`src/rtl/core/assert_macros.svh`:
```
// ----------------------------------------------------------------------------
// Assertion macros
// Concurrent assertion wrappers, empty when SYNTHESIS is defined.
// ----------------------------------------------------------------------------
`ifndef ASSERT_MACROS_SVH
`define ASSERT_MACROS_SVH

`ifndef SYNTHESIS
`define ASSERT_CLK(label, clk, rst, prop) \
  label: assert property (@(posedge clk) disable iff (rst) prop) \
    else $error("assertion failed");
`define ASSERT_CLK_NORST(label, clk, prop) \
  label: assert property (@(posedge clk) prop) \
    else $error("assertion failed");
`else
`define ASSERT_CLK(label, clk, rst, prop)
`define ASSERT_CLK_NORST(label, clk, prop)
`endif

`endif

```
`src/rtl/core/lfo_pkg.sv`:
```
// ----------------------------------------------------------------------------
// LFO package
// Shared types, constants and waveform functions of the LFO block.
// ----------------------------------------------------------------------------
package lfo_pkg;

  localparam logic [31:0] MixAdd  = 32'h9E37_79B9;
  localparam logic [31:0] MixMul1 = 32'h85EB_CA6B;
  localparam logic [31:0] MixMul2 = 32'hC2B2_AE35;
  localparam logic [31:0] InitSeed = 32'd1;

  typedef enum logic [2:0] {
    SHAPE_SQUARE   = 3'd0,
    SHAPE_TRIANGLE = 3'd1,
    SHAPE_SAW_UP   = 3'd2,
    SHAPE_SAW_DOWN = 3'd3,
    SHAPE_HOLD     = 3'd4
  } shape_t;

  typedef enum logic {
    OP_TICK   = 1'b0,
    OP_RESEED = 1'b1
  } op_t;

  // controller to datapath
  typedef struct packed {
    logic mix_init;   // start mix with the power-up seed
    logic mix_seed;   // start mix with the seed input
    logic mul1;
    logic mul2;
    logic finish;     // finalize, load generator, clear phase
    logic tick;
  } lfo_cmd_t;

  function automatic logic [31:0] xorshift32(input logic [31:0] x);
    logic [31:0] a;
    logic [31:0] b;
    a = x ^ (x << 13);
    b = a ^ (a >> 17);
    return b ^ (b << 5);
  endfunction

  function automatic logic [16:0] shape_level(input logic [2:0] shape,
                                              input logic [31:0] p,
                                              input logic [15:0] hold);
    logic [32:0] rest;
    logic [16:0] lvl;
    rest = 33'h1_0000_0000 - {1'b0, p};
    unique case (shape)
      SHAPE_SQUARE:   lvl = p[31] ? 17'h1_0000 : 17'd0;
      SHAPE_TRIANGLE: lvl = p[31] ? rest[31:15] : p[31:15];
      SHAPE_SAW_UP:   lvl = {1'b0, p[31:16]};
      SHAPE_SAW_DOWN: lvl = rest[32:16];
      SHAPE_HOLD:     lvl = {1'b0, hold};
      default:        lvl = 17'd0;
    endcase
    return lvl;
  endfunction

endpackage

```
`src/rtl/core/lfo_ctrl.sv`:
```
// ----------------------------------------------------------------------------
// LFO controller
// Sequences reseed mixing and ticks; owns the input and output handshakes.
// ----------------------------------------------------------------------------
`include "assert_macros.svh"

module lfo_ctrl (
  input  logic             clk,
  input  logic             rst,
  input  logic             in_valid,
  output logic             in_stall,
  input  logic             op,
  output logic             out_valid,
  input  logic             out_stall,
  output lfo_pkg::lfo_cmd_t cmd
);

  typedef enum logic [4:0] {
    ST_INIT = 5'b00001,
    ST_IDLE = 5'b00010,
    ST_MUL1 = 5'b00100,
    ST_MUL2 = 5'b01000,
    ST_FIN  = 5'b10000
  } state_t;

  state_t state;
  state_t state_next;
  logic   out_valid_next;
  logic   accept;

  assign in_stall = (state != ST_IDLE) || (out_valid && out_stall);
  assign accept   = in_valid && !in_stall;

  always_comb begin
    cmd            = '0;
    state_next     = state;
    out_valid_next = out_valid && out_stall;
    unique case (state)
      ST_INIT: begin
        cmd.mix_init = 1'b1;
        state_next   = ST_MUL1;
      end
      ST_IDLE: begin
        if (accept) begin
          if (op == lfo_pkg::OP_RESEED) begin
            cmd.mix_seed = 1'b1;
            state_next   = ST_MUL1;
          end else begin
            cmd.tick       = 1'b1;
            out_valid_next = 1'b1;
          end
        end
      end
      ST_MUL1: begin
        cmd.mul1   = 1'b1;
        state_next = ST_MUL2;
      end
      ST_MUL2: begin
        cmd.mul2   = 1'b1;
        state_next = ST_FIN;
      end
      ST_FIN: begin
        cmd.finish = 1'b1;
        state_next = ST_IDLE;
      end
      default: begin
        state_next = ST_INIT;
      end
    endcase
  end

  always_ff @(posedge clk) begin
    if (rst) begin
      state     <= ST_INIT;
      out_valid <= 1'b0;
    end else begin
      state     <= state_next;
      out_valid <= out_valid_next;
    end
  end

  `ASSERT_CLK(a_tick_gives_word, clk, rst,
    (accept && op == lfo_pkg::OP_TICK) |=> out_valid)
  `ASSERT_CLK(a_reseed_len, clk, rst,
    (accept && op == lfo_pkg::OP_RESEED) |-> ##4 (state == ST_IDLE))
  `ASSERT_CLK_NORST(a_reset_init, clk, rst |=> (state == ST_INIT && !out_valid))

endmodule

```
`src/rtl/core/lfo_dp.sv`:
```
// ----------------------------------------------------------------------------
// LFO datapath
// Phase accumulator, xorshift generator, seed mixer and level register.
// ----------------------------------------------------------------------------
`include "assert_macros.svh"

module lfo_dp (
  input  logic              clk,
  input  logic              rst,
  input  lfo_pkg::lfo_cmd_t cmd,
  input  logic              cfg_valid,
  input  logic [2:0]        wave_shape,
  input  logic [31:0]       phase_step,
  input  logic [31:0]       seed,
  output logic [16:0]       level
);

  logic [2:0]  shape;
  logic [31:0] phase_acc;
  logic [31:0] rng_word;
  logic [15:0] hold_level;
  logic [31:0] mix;

  logic [31:0] mix_src;
  logic [31:0] mix_sum;
  logic [31:0] mix_x13;
  logic [31:0] fin_z;
  logic [31:0] fin_nz;
  logic [31:0] rng_fin;
  logic [31:0] rng_tick;
  logic [32:0] phase_sum;

  assign mix_src   = cmd.mix_init ? lfo_pkg::InitSeed : seed;
  assign mix_sum   = mix_src + lfo_pkg::MixAdd;
  assign mix_x13   = mix ^ (mix >> 13);
  assign fin_z     = mix ^ (mix >> 16);
  assign fin_nz    = (fin_z == 32'd0) ? 32'd1 : fin_z;
  assign rng_fin   = lfo_pkg::xorshift32(fin_nz);
  assign rng_tick  = lfo_pkg::xorshift32(rng_word);
  assign phase_sum = {1'b0, phase_acc} + {1'b0, phase_step};

  always_ff @(posedge clk) begin
    if (rst) begin
      shape <= lfo_pkg::SHAPE_SQUARE;
    end else if (cfg_valid) begin
      shape <= wave_shape;
    end
  end

  always_ff @(posedge clk) begin
    if (rst) begin
      phase_acc <= '0;
    end else if (cmd.finish) begin
      phase_acc <= '0;
    end else if (cmd.tick) begin
      phase_acc <= phase_sum[31:0];
    end
  end

  always_ff @(posedge clk) begin
    if (cmd.mix_init || cmd.mix_seed) begin
      mix <= mix_sum ^ (mix_sum >> 16);
    end else if (cmd.mul1) begin
      mix <= mix * lfo_pkg::MixMul1;
    end else if (cmd.mul2) begin
      mix <= mix_x13 * lfo_pkg::MixMul2;
    end
  end

  always_ff @(posedge clk) begin
    if (cmd.finish) begin
      rng_word   <= rng_fin;
      hold_level <= rng_fin[31:16];
    end else if (cmd.tick && phase_sum[32]) begin
      rng_word   <= rng_tick;
      hold_level <= rng_tick[31:16];
    end
  end

  always_ff @(posedge clk) begin
    if (cmd.tick) begin
      level <= lfo_pkg::shape_level(shape, phase_acc, hold_level);
    end
  end

  `ASSERT_CLK(a_finish_clears_phase, clk, rst, cmd.finish |=> (phase_acc == 32'd0))

endmodule

```
`src/rtl/core/lfo_waveform_generator_top.sv`:
```
// ----------------------------------------------------------------------------
// LFO waveform generator
// Low-frequency oscillator: square, triangle, saw up/down, sample and hold.
// ----------------------------------------------------------------------------
// Input channel (in_valid/in_stall) takes a word with op, phase_step, seed.
//   op tick:   emits one level word (Q1.16) for the current phase, then adds
//              phase_step; a wrap steps the xorshift generator and reloads
//              the hold level. Level is valid in the cycle after acceptance.
//   op reseed: mixes seed, clears the phase, draws a new hold level.
//              Emits nothing; the next word is taken after the MUL1, MUL2
//              and FIN states (two multiply stages), in_stall high in between.
// Output channel (out_valid/out_stall) carries level from an output
//   register. While the receiver stalls, the word holds and a further tick
//   is not taken; a new tick is taken in the cycle the waiting word leaves.
// Throughput: one tick per cycle when the output is not stalled.
// Config channel (cfg_valid/cfg_ready) writes wave_shape; always ready,
//   write only while no word is in flight.
// Reset: synchronous; phase cleared, shape square, then the generator is
//   seeded with 1 in states INIT, MUL1, MUL2, FIN before the first word is taken.
// ----------------------------------------------------------------------------
module lfo_waveform_generator_top (
  input  logic        clk,
  input  logic        rst,
  input  logic        in_valid,
  output logic        in_stall,
  input  logic        op,
  input  logic [31:0] phase_step,
  input  logic [31:0] seed,
  output logic        out_valid,
  input  logic        out_stall,
  output logic [16:0] level,
  input  logic        cfg_valid,
  output logic        cfg_ready,
  input  logic [2:0]  wave_shape
);

  lfo_pkg::lfo_cmd_t cmd;

  assign cfg_ready = 1'b1;

  lfo_ctrl u_ctrl (
    .clk       (clk),
    .rst       (rst),
    .in_valid  (in_valid),
    .in_stall  (in_stall),
    .op        (op),
    .out_valid (out_valid),
    .out_stall (out_stall),
    .cmd       (cmd)
  );

  lfo_dp u_dp (
    .clk        (clk),
    .rst        (rst),
    .cmd        (cmd),
    .cfg_valid  (cfg_valid),
    .wave_shape (wave_shape),
    .phase_step (phase_step),
    .seed       (seed),
    .level      (level)
  );

endmodule
```
`config.mk`:
```
export PLATFORM = sky130hd
export DESIGN_NAME = lfo_waveform_generator_top
export DESIGN_NICKNAME = d
export VERILOG_FILES = /design/src/rtl/core/lfo_pkg.sv /design/src/rtl/core/lfo_ctrl.sv /design/src/rtl/core/lfo_dp.sv /design/src/rtl/core/lfo_waveform_generator_top.sv
export VERILOG_INCLUDE_DIRS = /design/src /design/src/rtl/core
export SDC_FILE = /design/constraint.sdc
export NUM_CORES = 2
export LEC_CHECK = 0
export BUFFER_PORTS_ARGS = -buffer_cell sky130_fd_sc_hd__buf_2
export CAP_MARGIN = 40
export CORE_MARGIN = 4
export CORE_UTILIZATION = 58
export CTS_CLUSTER_DIAMETER = 50
export CTS_CLUSTER_SIZE = 16
export DETAILED_ROUTE_END_ITERATION = 8
export GPL_ROUTABILITY_DRIVEN = 0
export PLACE_DENSITY = 0.72
export SLEW_MARGIN = 25
export SYNTH_ARGS = -nofsm -noshare
export SYNTH_HDL_FRONTEND = slang
export SYNTH_HIERARCHICAL = 1
export SYNTH_SLANG_ARGS = --single-unit
```
`constraint.sdc`:
```
create_clock -name clk -period 8.7 [get_ports clk]
set_clock_uncertainty 0.05 [all_clocks]
set_input_delay 0.435 -clock clk [delete_from_list [all_inputs] [get_ports clk]]
set_output_delay 0.435 -clock clk [all_outputs]
set_load 0.01 [all_outputs]
```
# ---- Word-level counts from Yosys, hierarchy flattened
# Cells that the tools add are included.
dict set report totals {
  regBits 138
  input_bits 73
  output_inout_bits 20
  wordCells 74
}
dict set report op_classes {
  addsub 3
  n_mul 2
  eq_ne 12
  n_mux 28
  bitwise 9
  n_reduce_logical 12
}
# op n
set ops {}
lappend ops {{$mux W32} 7}
lappend ops {{$xor A32 B32 Y32} 4}
lappend ops {{$pmux W17 S5} 1}
lappend ops {{$xor A32 B15 Y32} 2}
lappend ops {{$xor A32 B16 Y32} 2}
lappend ops {{$mux W17} 2}
lappend ops {{$add A32 B32 Y33} 1}
lappend ops {{$sub A33 B32 Y33 const A} 1}
lappend ops {{$add A32 B32 Y32 const B} 1}
lappend ops {{$logic_not A32 Y1} 1}
lappend ops {{$mul A32 B31 Y32 const B} 1}
lappend ops {{$mul A32 B32 Y32 const B} 1}
lappend ops {{$mux W16} 2}
lappend ops {{$xor A32 B19 Y32} 1}
lappend ops {{$pmux W5 S5} 1}
lappend ops {{$mux W1} 13}
lappend ops {{$mux W5} 2}
lappend ops {{$eq A3 B2 Y1 const B} 2}
lappend ops {{$eq A5 B1 Y1 const B} 1}
lappend ops {{$eq A5 B2 Y1 const B} 1}
lappend ops {{$eq A5 B3 Y1 const B} 1}
lappend ops {{$eq A5 B4 Y1 const B} 1}
lappend ops {{$eq A5 B5 Y1 const B} 1}
lappend ops {{$ne A5 B2 Y1 const B} 1}
lappend ops {{other kinds (12)} 15}

# ---- Depth between registers and ports, before layout
dict set report logic_depth {
  word_depth 9
  ltp_mapped 26
  ltp_nobuf 26
}

# ---- Hierarchy
# Netlist, hierarchy kept.
# mod instances cells_per_inst area_each_um2
set by_module_without_submodules {}
lappend by_module_without_submodules {lfo_dp 1 2850 26779.4}
lappend by_module_without_submodules {lfo_ctrl 1 43 346.6}
lappend by_module_without_submodules {lfo_waveform_generator_top 1 2 11.3}

# ---- Worst setup path after synthesis
# No wires, ideal clock.
dict set report synth_timing {
  path_type {reg-to-reg}
  startpoint {register u_dp.mix[22]}
  endpoint {register u_dp.mix[29] (data pin)}
  setup_time_ns 0.207
  t_arrival_ns 6.954
  t_required_ns 8.443
  path_slack_ns 1.489
  path_stages_with_launch 23
  period_less_slack_ns 7.211
  cell_sequence {edfxtp_1 > xnor2_1 > inv_1 > ha_1 > ha_1 > a21oi_1 > fa_1 > fa_1 > inv_1 > fa_1 > fa_1 > fa_1 > inv_1 > fa_1 > inv_1 > ha_1 > nand2_1 > o31ai_1 > a2111oi_0 > or3_1 > nor3_1 > a211oi_1 > a2111oi_0}
}
dict set report synth_between {
  elab_chain_cells 5
  elab_cells_between_ends 6
}
# item line
set synth_lines {}
lappend synth_lines {{start: declaration} lfo_dp.sv:22} ;# logic [31:0] mix;
lappend synth_lines {{start signal: assignment} lfo_dp.sv:62} ;# mix <= mix_sum ^ (mix_sum >> 16);
lappend synth_lines {{start signal: assignment} lfo_dp.sv:64} ;# mix <= mix * lfo_pkg::MixMul1;
lappend synth_lines {{start signal: assignment} lfo_dp.sv:66} ;# mix <= mix_x13 * lfo_pkg::MixMul2;
lappend synth_lines {{$xor A32 B19 Y32} lfo_dp.sv:35} ;# assign mix_x13 = mix ^ (mix >> 13);
lappend synth_lines {{$mul A32 B31 Y32} lfo_dp.sv:66}
lappend synth_lines {{$mux W32} lfo_dp.sv:65} ;# end else if (cmd.mul2) begin
lappend synth_lines {{$mux W32 *} lfo_dp.sv:63} ;# end else if (cmd.mul1) begin
lappend synth_lines {{$mux W32 *} lfo_dp.sv:61} ;# if (cmd.mix_init || cmd.mix_seed) begin
# Every way passes the cells marked *; elsewhere a longest branch is shown, timed or not. The select of a mux whose other input is x is not followed.
# A chain may end at the register's enable or synchronous reset.

# ---- Worst setup path in the final report
dict set report layout_timing {
  startpoint {register u_dp.mix[13]}
  endpoint {register u_dp.mix[29] (data pin)}
}
# The elaborated chain is that of the path after synthesis.

==> Implementation_results.wiki <==
{| class="wikitable"
! Metric !! Value
|-
| I/O pin cnt || 93
|-
| Sum Neg Setup Slack || 0 ns
|-
| Number of violations reported at the end of detailed-routing iteration 0 || 2,017
|-
| Number of gates on the worst path with buffers counted || 24
|-
| Data required time at the worst endpoint || 8.84 ns
|-
| Area fraction of the dominant cell type after synthesis || approximately 29%
|-
| Setup-failing EPs final || 0
|-
| CTS clk-pin slew, worst paths || ~0.07 ns
|-
| Clock root buffer || sky130_fd_sc_hd__clkbuf_16
|-
| Worst Path Class, Setup || flop to flop
|-
| CTS HTree Levels || 4
|-
| Most common cell after layout, fill and taps aside || sky130_fd_sc_hd__inv_1
|-
| Mean cell area of the mapped netlist || approximately 9.4 um2
|-
| Type of element launching the critical path || flop
|-
| Post-DP HPWL || around 66,000 um
|-
| Arrival @ worst endpoint || 8.32 ns
|-
| Ordered cell list for the critical path || xnor2_1 > inv_1 > ha_1 > ha_1 > inv_1 > fa_1 > inv_1 > fa_1 > ha_1 > ha_1 > fa_1 > inv_1 > fa_1 > inv_1 > ha_1 > a21o_1 > a2111o_1 > a211oi_1 > o31ai_1 > a2111oi_0 > or3_1 > nand2b_1 > a211oi_1 > a2111oi_0
|-
| Post-synthesis to final-layout area growth || 6.60%
|-
| Total inserted antenna cells || 0
|-
| Fraction of registers with async set or reset after synthesis || 0%
|-
| Share of layout cells above drive strength 1 || 6.09%
|-
| Shortest period the worst path allows || around 8.2 ns
|-
| Cts bufs inserted || 17
|-
| Relative slew margins || 40.9%
|-
| Number of gates given a new drive strength after cts || 0
|-
| Port-buffer cells || between 90 and 100
|-
| Die Area || between 50,000 and 60,000 um2
|-
| Largest driver fanout on the critical path || 9
|-
| Vias in the first global route || between 20,000 and 25,000
|-
| Global-route wire length before repair || 121,000 um
|-
| TritonCTS clock tree || built
|-
| Crit path launch || u_dp/mix[13]$_DFFE_PP_
|-
| Max stage delay on crit path || roughly 0.56 ns
|-
| Via count || 21,100
|-
| Pin count of the biggest net entering global routing || between 50 and 60
|-
| Delay-heaviest family, CP || adder cells
|-
| Count of standard-cell rows || 78
|-
| Final period util || between 90% and 100%
|-
| End of the worst register-to-register path || u_dp/mix[29]$_DFFE_PP_
|-
| Post-synthesis cell type count || 80
|-
| DRC || 0
|-
| Fill cell instance count of the final layout || roughly 3,700
|-
| Synthesis-stage register bit count || 122
|-
| Antenna violations before repair || 0
|-
| Master of the slowest instance on the critical path || sky130_fd_sc_hd__edfxtp_1
|-
| Nets || ~3,800
|-
| Leading cell types in the layout, fill and taps excluded || 661 x sky130_fd_sc_hd__inv_1, 392 x sky130_fd_sc_hd__fa_1, 391 x sky130_fd_sc_hd__ha_1
|-
| 1st-pass router iterations || 5
|-
| Number of synthesized flops with an enable pin || ~80
|-
| Die Wd || between 200 and 250 um
|-
| Transition time of the tightest slew-check pin || ~0.9 ns
|-
| Number of vias per cell || 5.88
|-
| Hold violation total from the final report || 0
|-
| Cell count of the worst reg-to-reg path || 24
|-
| Synthesized instance count || slightly below 3,000
|-
| Worst reg2reg path startpoint || u_dp/mix[13]$_DFFE_PP_
|-
| Main area contributors after synthesis || sky130_fd_sc_hd__fa_1 29%, sky130_fd_sc_hd__ha_1 18%, sky130_fd_sc_hd__inv_1 9.1%, sky130_fd_sc_hd__edfxtp_1 9.0%, sky130_fd_sc_hd__xnor2_1 8.5%
|-
| DIE HEIGHT || about 220 um
|-
| Post-synthesis sequential area ratio || between 10% and 20%
|-
| Post-synth top flop || sky130_fd_sc_hd__edfxtp_1
|-
| Maximum buffer depth of the clock tree || 2
|-
| Core footprint || 45,800 um2
|-
| Count of nets left with antenna violations after detail routing || 0
|-
| Number of buffers and inverters on the critical path || 5
|-
| Post-synthesis net count || roughly 3,800
|-
| Number of synthesis warnings || 6
|-
| Post-CTS Setup Inserts || 0
|-
| Overall overflow remaining after global route || 0
|-
| Final Max Slew Viols || 0
|-
| Achievable clock frequency || 122 MHz
|-
| Total routing resource utilization after global routing || a little under a third
|-
| Effective utilization at floorplan || 59.3%
|-
| CP endpoint kind || flop
|-
| Total of max-cap violations || 0
|-
| Total Routed Length || 76,900 um
|-
| CTS Hold Bufs || 0
|-
| Unrepaired setup endpoints after global routing || no
|-
| Register-to-register setup slack || between 0.5 and 0.6 ns
|-
| Largest area contributor in the netlist || sky130_fd_sc_hd__fa_1
|-
| Number of clock sinks || about 120
|-
| Result of the run || finished clean
|-
| Insertion delay of the later-clocked pin in the worst-skew pair || roughly 0.46 ns
|-
| Post-synthesis instance area || 27,100 um2
|-
| Class of the tightest hold or removal check || input pin to flop
|-
| End point of the critical path || u_dp/mix[29]$_DFFE_PP_
|-
| Wire length per cell after detailed routing || around 21 um
|}
cells by family (layout without fill, tap and decap cells):
group	count (synthesis)	in the layout	share of synthesized area, %
adder cells (fa/ha/maj)	783	783	46.9
buffers and inverters	723	817	10.1
AND/OR/NAND/NOR	456	456	8.20
AO/OA/AOI/OAI	422	422	10.0
XOR/XNOR	356	356	11.5
flip-flops	122	122	12.0
multiplexers	32	32	1.21
other	1	1	0.0138
worst min-delay path by stage:
stage,start,to,cells after the start
final,wave_shape[1],u_dp/shape[1]$_SDFFE_PP0P_,3
after CTS,wave_shape[1],u_dp/shape[1]$_SDFFE_PP0P_,3
after floorplan,u_dp/phase_acc[4]$_SDFFE_PP0P_,u_dp/phase_acc[4]$_SDFFE_PP0P_,2
after detailed placement,u_dp/phase_acc[4]$_SDFFE_PP0P_,u_dp/phase_acc[4]$_SDFFE_PP0P_,2
after global routing,wave_shape[2],u_dp/shape[2]$_SDFFE_PP0P_,3
after global placement,u_dp/phase_acc[4]$_SDFFE_PP0P_,u_dp/phase_acc[4]$_SDFFE_PP0P_,2
worst min-delay path, stage by stage:
cell,delay [ns]
sky130_fd_sc_hd__buf_2,0.08
sky130_fd_sc_hd__mux2i_1,0.06
sky130_fd_sc_hd__nor2_1,0.08
per-stage QoR:
step / util (%) / hold slack (ns) / cells / setup WS, ns / area [um2]
final: 63.2 / 0.177 / 3589 / 0.516 / 28900
after global routing: 63.2 / 0.197 / 3589 / 0.270 / 28900
after CTS: 63.2 / 0.164 / 3588 / 0.779 / 28900
after detailed placement: 61.9 / 0.440 / 3556 / 0.777 / 28300
after global placement: 61.9 / 0.431 / 3555 / 1.06 / 28300
after floorplan: - / 0.408 / 2895 / 1.49 / 27100
synth_stat cells (7+ instances only):
cell type,number
sky130_fd_sc_hd__fa_1,392
sky130_fd_sc_hd__a21o_1,29
sky130_fd_sc_hd__or2_2,13
sky130_fd_sc_hd__o21ai_0,85
sky130_fd_sc_hd__xnor2_1,264
sky130_fd_sc_hd__o21bai_1,10
sky130_fd_sc_hd__and3_1,11
sky130_fd_sc_hd__a22oi_1,8
sky130_fd_sc_hd__nor2_1,132
sky130_fd_sc_hd__a21oi_1,115
sky130_fd_sc_hd__a221oi_1,7
sky130_fd_sc_hd__nand4_1,9
sky130_fd_sc_hd__mux2i_1,28
sky130_fd_sc_hd__inv_1,661
sky130_fd_sc_hd__o22ai_1,12
sky130_fd_sc_hd__o21a_1,13
sky130_fd_sc_hd__nand3b_1,7
sky130_fd_sc_hd__xor2_1,92
sky130_fd_sc_hd__clkbuf_1,44
sky130_fd_sc_hd__nand2b_1,21
sky130_fd_sc_hd__nor3_1,36
sky130_fd_sc_hd__or3_1,11
sky130_fd_sc_hd__nor4_1,8
sky130_fd_sc_hd__nor2b_1,17
sky130_fd_sc_hd__dfxtp_1,41
sky130_fd_sc_hd__o211ai_1,14
sky130_fd_sc_hd__and2_1,9
sky130_fd_sc_hd__o31ai_1,13
sky130_fd_sc_hd__nand2_1,122
sky130_fd_sc_hd__edfxtp_1,81
sky130_fd_sc_hd__a211oi_1,32
sky130_fd_sc_hd__nand3_1,35
sky130_fd_sc_hd__a31oi_1,18
sky130_fd_sc_hd__ha_1,391
layer usage:
metal	global-route usage, %	vias up	part of all wire, %	wire length, um
met5	0	-	0	0
met4	13.5	0	5.3	4060
met2	49.6	1058	45	34700
met3	7.71	241	9.6	7380
met1	40.6	10300	40	30700
li1	-	9514	-	-
layout make-up:
class | instances | area, um2 | share of cell area [%]
multi-input combinational | 2050 | 21200 | 73.1
clock buffer | 19 | 433 | 1.50
timing repair buffer | 121 | 677 | 2.34
inverter | 664 | 2490 | 8.62
sequential | 122 | 3250 | 11.2
tap | 600 | 751 | 2.60
clock inverter | 13 | 166 | 0.575
registers in the layout (all words and copies together), names as in the netlist:
signal and flops:
u_dp/phase_acc 32, u_dp/shape 3, u_dp/rng_word 32, u_ctrl/state 5, u_dp/level 17, u_dp/mix 32, u_ctrl/out_valid 1
Power is not shown: default switching activity piles up to over one toggle a cycle in this logic, so the estimate is an artifact.
